## config.mk

```make
export PLATFORM = sky130hd
export DESIGN_NAME = uartrb_ctrl
export DESIGN_NICKNAME = d
export VERILOG_FILES = /design/src/assert_macros.svh /design/src/uartrb_pkg.sv /design/src/uartrb_ctrl.sv
export SDC_FILE = /design/constraint.sdc
export NUM_CORES = 1
export LEC_CHECK = 0
export ABC_AREA = 1
export ABC_CLOCK_PERIOD_IN_PS = 900
export CAP_MARGIN = 25
export CORE_AREA = 4 4 41 43
export DETAILED_ROUTE_END_ITERATION = 16
export DIE_AREA = 0 0 45 47
export DONT_BUFFER_PORTS = 1
export GPL_ROUTABILITY_DRIVEN = 0
export PLACE_DENSITY_LB_ADDON = 0.25
export SYNTH_ARGS = -nofsm -noshare
export SYNTH_HDL_FRONTEND = slang
export SYNTH_SLANG_ARGS = --single-unit
```

## constraint.sdc

```tcl
create_clock -name clk_i -period 0.9 [get_ports clk_i]
set_input_delay 0.045 -clock clk_i [delete_from_list [all_inputs] [get_ports clk_i]]
set_output_delay 0.045 -clock clk_i [all_outputs]
set_load 0.02 [all_outputs]
```

## src/assert_macros.svh

```systemverilog
// Assertion macros shared by the ring buffer RTL.
`ifndef ASSERT_MACROS_SVH
`define ASSERT_MACROS_SVH

// Same-cycle implication, checked on clk_i and disabled while rst_ni is low.
`define ASSERT_IMPL(lbl, ante, cons) \
  lbl: assert property (@(posedge clk_i) disable iff (!rst_ni) (ante) |-> (cons)) \
    else $error("assertion failed");

// Next-cycle implication, checked on clk_i and disabled while rst_ni is low.
`define ASSERT_NEXT(lbl, ante, cons) \
  lbl: assert property (@(posedge clk_i) disable iff (!rst_ni) (ante) |=> (cons)) \
    else $error("assertion failed");

`endif

```

## src/uartrb_pkg.sv

```systemverilog
// Shared types and constants of the receive ring buffer.
package uartrb_pkg;

  localparam int DATA_W   = 8;   // byte width
  localparam int LEN_W    = 11;  // length, level and size width
  localparam int GSTART_W = 10;  // grant start index width
  localparam int APB_DW   = 32;  // config data width
  localparam int APB_AW   = 3;   // config byte address width

  // Register index, taken from paddr[2]
  localparam logic REG_BUF_SIZE = 1'b0;

  typedef enum logic [1:0] {
    OP_PUSH   = 2'd0,
    OP_POP    = 2'd1,
    OP_DMA_WR = 2'd2,
    OP_DMA_RD = 2'd3
  } op_e;

  // Controller to datapath
  typedef struct packed {
    logic clear;     // clearing pass: write zero at sweep address
    logic exec;      // input word accepted, update ring state
    logic load_now;  // load result register from this cycle's op
    logic load_pop;  // load result register with RAM read data
  } cmd_t;

  // Datapath to controller
  typedef struct packed {
    logic pop_hit;     // incoming word is a pop on a non-empty ring
    logic clear_last;  // sweep is at the last entry
  } stat_t;

endpackage

```

## src/uartrb_ctrl.sv

```systemverilog
// Sequencer of the ring buffer: clearing pass, op issue and result handshake.
module uartrb_ctrl import uartrb_pkg::*; (
  input  logic  clk_i,
  input  logic  rst_ni,
  input  logic  in_valid_i,
  output logic  in_ready_o,
  output logic  out_valid_o,
  input  logic  out_ready_i,
  input  stat_t stat_i,
  output cmd_t  cmd_o
);

  localparam logic [1:0] ST_CLEAR = 2'd0;
  localparam logic [1:0] ST_RUN   = 2'd1;
  localparam logic [1:0] ST_READ  = 2'd2;

  logic [1:0] state_q, state_d;
  logic       out_valid_q, out_valid_d;
  logic       accept;
  logic       load;

  // take a word in the run state when the result register is free or drains this cycle
  assign in_ready_o = (state_q == ST_RUN) && (!out_valid_q || out_ready_i);
  assign accept     = in_valid_i && in_ready_o;

  assign cmd_o.clear    = (state_q == ST_CLEAR);
  assign cmd_o.exec     = accept;
  assign cmd_o.load_now = accept && !stat_i.pop_hit;
  assign cmd_o.load_pop = (state_q == ST_READ);

  assign load = cmd_o.load_now || cmd_o.load_pop;

  // next state
  always_comb begin
    state_d = state_q;
    unique case (state_q)
      ST_CLEAR: begin
        if (stat_i.clear_last) begin
          state_d = ST_RUN;
        end
      end
      ST_RUN: begin
        if (accept && stat_i.pop_hit) begin
          state_d = ST_READ;
        end
      end
      ST_READ: begin
        state_d = ST_RUN;
      end
      default: begin
        state_d = ST_CLEAR;
      end
    endcase
  end

  // result register valid
  always_comb begin
    out_valid_d = out_valid_q;
    if (load) begin
      out_valid_d = 1'b1;
    end else if (out_ready_i) begin
      out_valid_d = 1'b0;
    end
  end

  always_ff @(posedge clk_i or negedge rst_ni) begin
    if (!rst_ni) begin
      state_q     <= ST_CLEAR;
      out_valid_q <= 1'b0;
    end else begin
      state_q     <= state_d;
      out_valid_q <= out_valid_d;
    end
  end

  assign out_valid_o = out_valid_q;

endmodule

```

==> summary.md <==
| Metric | Value |
|---|---|
| CP endpoint kind | output port |
| Data arrival time at the worst-slack endpoint | 1.05 ns |
| Critical path class | flip-flop to output port |
| Worst reg-to-reg setup slack | -0.16 ns |
| Clock slew at the register clock pins of the worst setup and hold paths | ~0.040 ns |
| Number of failing hold endpoints at the final stage | 0 |
| Proportion of netlist area held by the largest area contributor | slightly above 40% |
| Cell count after placement | 41 |
| Crit-path max FO | 4 |
| Via total after detailed routing | ~200 |
| Slowest Stage Delay on Critical Path | around 0.43 ns |
| Most repeated cell in the gate-level netlist after synthesis | sky130_fd_sc_hd__inv_1 |
| Wire length on met3 | around 46 um |
| Warning count from the yosys run | 0 |
| Die span in x | between 40 and 50 um |
| Post-route DRC violation count | 0 |
| Starting density of the core | 14.04% |
| Mean instance size in the synthesized netlist | 7.942 um2 |
| Most area-consuming cells after synthesis | sky130_fd_sc_hd__dfrtp_1, sky130_fd_sc_hd__inv_1, sky130_fd_sc_hd__nand4_2, sky130_fd_sc_hd__nand2_1, sky130_fd_sc_hd__nor2_4 |
| Detailed Route WL | 493 um |
| Final Skew | 0.002460 ns |
| Slew margin rel. | between 90% and 100% |
| Clock tree from TritonCTS | done |
| Largest net degree at the start of global routing | 6 |
| Leakage Power | ~0.19 nW |
| Layout-stage area growth over the synthesis result | 91.78% |
| MaxCap Viol Count | 0 |
| Total number of H-tree levels | 1 |
| Antenna violations before repair | 0 |
| Detailed-routing iteration count for the pre-antenna-repair pass | 2 |
| Failing checks | negative setup slack |
| Insertion delay of the later-clocked pin in the worst-skew pair | roughly 0.23 ns |
| Cell taking the most area after synthesis | sky130_fd_sc_hd__dfrtp_1 |
| Clock Sink Count | 3 |
| Cell Count, Final, Fillers Out | 54 |
| Layout cells sized above 1 | a little under three fifths |
| Final total power | between 1 and 1.5 mW |
| Post-place setup slack | -0.01485 ns |
| Flop and latch count out of synthesis | 3 |
| Unrepaired setup endpoints after global routing | yes |
| Routed wire length per instance | 9.130 um |
| Slew @ Worst Pin | around 0.14 ns |
| Pins over their slew limit | 0 |
| Dpl hpwl | between 300 and 400 um |
| Post-synthesis sequential area ratio | between 40% and 50% |
| Highest metal layer used by the detailed router | met3 |
| List of most frequent post-synthesis cells | sky130_fd_sc_hd__inv_1, sky130_fd_sc_hd__dfrtp_1, sky130_fd_sc_hd__nand2_1, sky130_fd_sc_hd__nor2_1 |
| Pwr/cell area | around 3300 nW/um2 |
| Floorplan core area | 1301 um2 |
| Kind of launch point of the worst setup path | flip-flop |
| Post-DR vias/cell | roughly 3.6 |
| Worst R2R Start | state_q[1] |
| Syn Inst Count | 23 |
| I/O pin cnt | 12 |
| Wire length of the first global-routing pass | about 800 um |
| Cell chosen for the clock root | sky130_fd_sc_hd__clkbuf_4 |
| CTS Buffer Depth | 2 |
| Number of enable flip-flop cells after synthesis | 0 |
| Met1 Wirelength | ~220 um |
| Gate family responsible for the most delay along the worst path | flip-flops |
| Global-route usage over all layers | between 5 and 6% |
| Vias in the first global route | around 210 |
| Met2 Wirelength | around 230 um |
| Number of DRC markers after the initial detailed-route iteration | 3 |
| Setup WS post-layout | -0.1953 ns |
| Residual antenna-violating net count after detailed routing | 0 |
| Hold/Removal Path Class | input pin to asynchronous set/reset pin |
| Final worst path period share | 121.7% |
| Net Count, Synth | 29 |
| Number of buffers inserted during clock tree synthesis | 3 |
| IO buf count | 0 |
| Diode insertion count for antenna repair | 0 |
| Total grt overflow | 0 |
| Number of nets in the final layout | 46 |
| Crit path buffers/inverters | 1 |
| Required time reported for the critical path endpoint | between 0.8 and 0.9 ns |
| Outcome | complete, but fails checks |
| FF-to-FF End | state_q[0] |
| Chip height | about 47 um |
| Row cnt | 13 |
| Post-synthesis async set-or-reset flop share | 100.0% |
| Synthesized area | ~180 um2 |
| Post-layout min period | 1.095 ns |
| Largest vdd supply drop | ~1300 uV |
| Die area | 2115 um2 |
| Highest clock frequency the design can meet | between 900 and 1000 MHz |
| Final-report setup violation count | 8 |
| Worst R2R Path Depth | 6 |
| Worst path slowest cell | sky130_fd_sc_hd__dfrtp_2 |
| CP Cell Sequence | nor2_4 -> nand4_1 -> inv_2 |
| Post-synthesis cell type count | 13 |
| Primary FF master, synth | sky130_fd_sc_hd__dfrtp_1 |
repair_timing:
action,CTS,global route
gates cloned,0,0
endpoints found under the setup margin,6,8
setup buffers,2,3
resized for setup,6,2
hold buffers,4,0
pin swaps,4,3
hold endpoints to repair,5,0
kinds of logic after synthesis:
group                  Yosys count  share of synthesized area [%]
DFF                              3                          41.09
and+or+nand+nor                 11                          37.67
AOI/OAI and AO/OA                1                          2.737
buffers and inverters            8                          18.49
layout by cell type, fill, tap and decap left out, types with 2 or more instances in the layout:
cell / n
sky130_fd_sc_hd__dfrtp_1: 2
sky130_fd_sc_hd__nand2_1: 2
sky130_fd_sc_hd__nor2_4: 2
sky130_fd_sc_hd__inv_2: 4
sky130_fd_sc_hd__buf_6: 2
sky130_fd_sc_hd__dlygate4sd3_1: 4
sky130_fd_sc_hd__clkbuf_4: 3
sky130_fd_sc_hd__buf_4: 7
sky130_fd_sc_hd__inv_1: 3
worst register-to-register path, cell delays in order (launching register included):
cell,delay (ns)
sky130_fd_sc_hd__dfrtp_2,0.43
sky130_fd_sc_hd__nor2_4,0.12
sky130_fd_sc_hd__buf_4,0.12
sky130_fd_sc_hd__buf_6,0.08
sky130_fd_sc_hd__nand4_2,0.07
sky130_fd_sc_hd__nand2_1,0.07
sky130_fd_sc_hd__nand2_1,0.05
final cells by class:
cell class              count  area, um2
fillers                   159      950.9
repair buffers             13      115.1
multi-input cells          12      87.58
flip-flops and latches      3      76.32
clock buffers               4      26.28
inverters                   7      26.28
well taps                  15      18.77
per-layer routing:
| layer | GRT usage [%] | up-vias |
|---|---|---|
| met2 | 8.192 | 10 |
| met3 | 1.149 | 0 |
| met5 | 0 | - |
| met4 | 7.018 | 0 |
| li1 | - | 101 |
| met1 | 6.150 | 86 |
worst max-delay path by stage:
| stage | startpoint | depth (start not counted) | to |
|---|---|---|---|
| after global routing | state_q[1] | 3 | cmd_o[1] |
| final | state_q[1] | 3 | cmd_o[1] |
| after detailed placement | state_q[1] | 3 | cmd_o[1] |
| after CTS | state_q[1] | 3 | cmd_o[1] |
| after floorplan | out_valid_o | 4 | state_q[0] |
| after global placement | state_q[1] | 3 | cmd_o[1] |
power by group:
group / leakage (nW) / switching [mW] / internal, mW / total (mW)
clock network: 0.0150 / 0.0676 / 0.166 / 0.234
logic: 0.136 / 0.344 / 0.335 / 0.679
registers: 0.0360 / 0.0418 / 0.187 / 0.229
total: 0.187 / 0.453 / 0.688 / 1.14
state kept, by name, summed over array words and instances (netlist names):
signal       count
out_valid_o      1
state_q          2
stage by stage:
step | hold slack [ns] | setup TNS [ns] | util, % | cell area, um2
global placement | -0.2505 | -0.01643 | 17.60 | 229.0
CTS | 0.06360 | -1.001 | 24.62 | 320.3
floorplan | -0.2506 | 0 | - | 187.7
finish | 0.06407 | -0.9933 | 26.92 | 350.3
detailed placement | -0.2505 | -0.02897 | 17.60 | 229.0
global route | 0.07222 | -1.414 | 26.92 | 350.3
No activity file was read; power rests on OpenSTA's default activity.
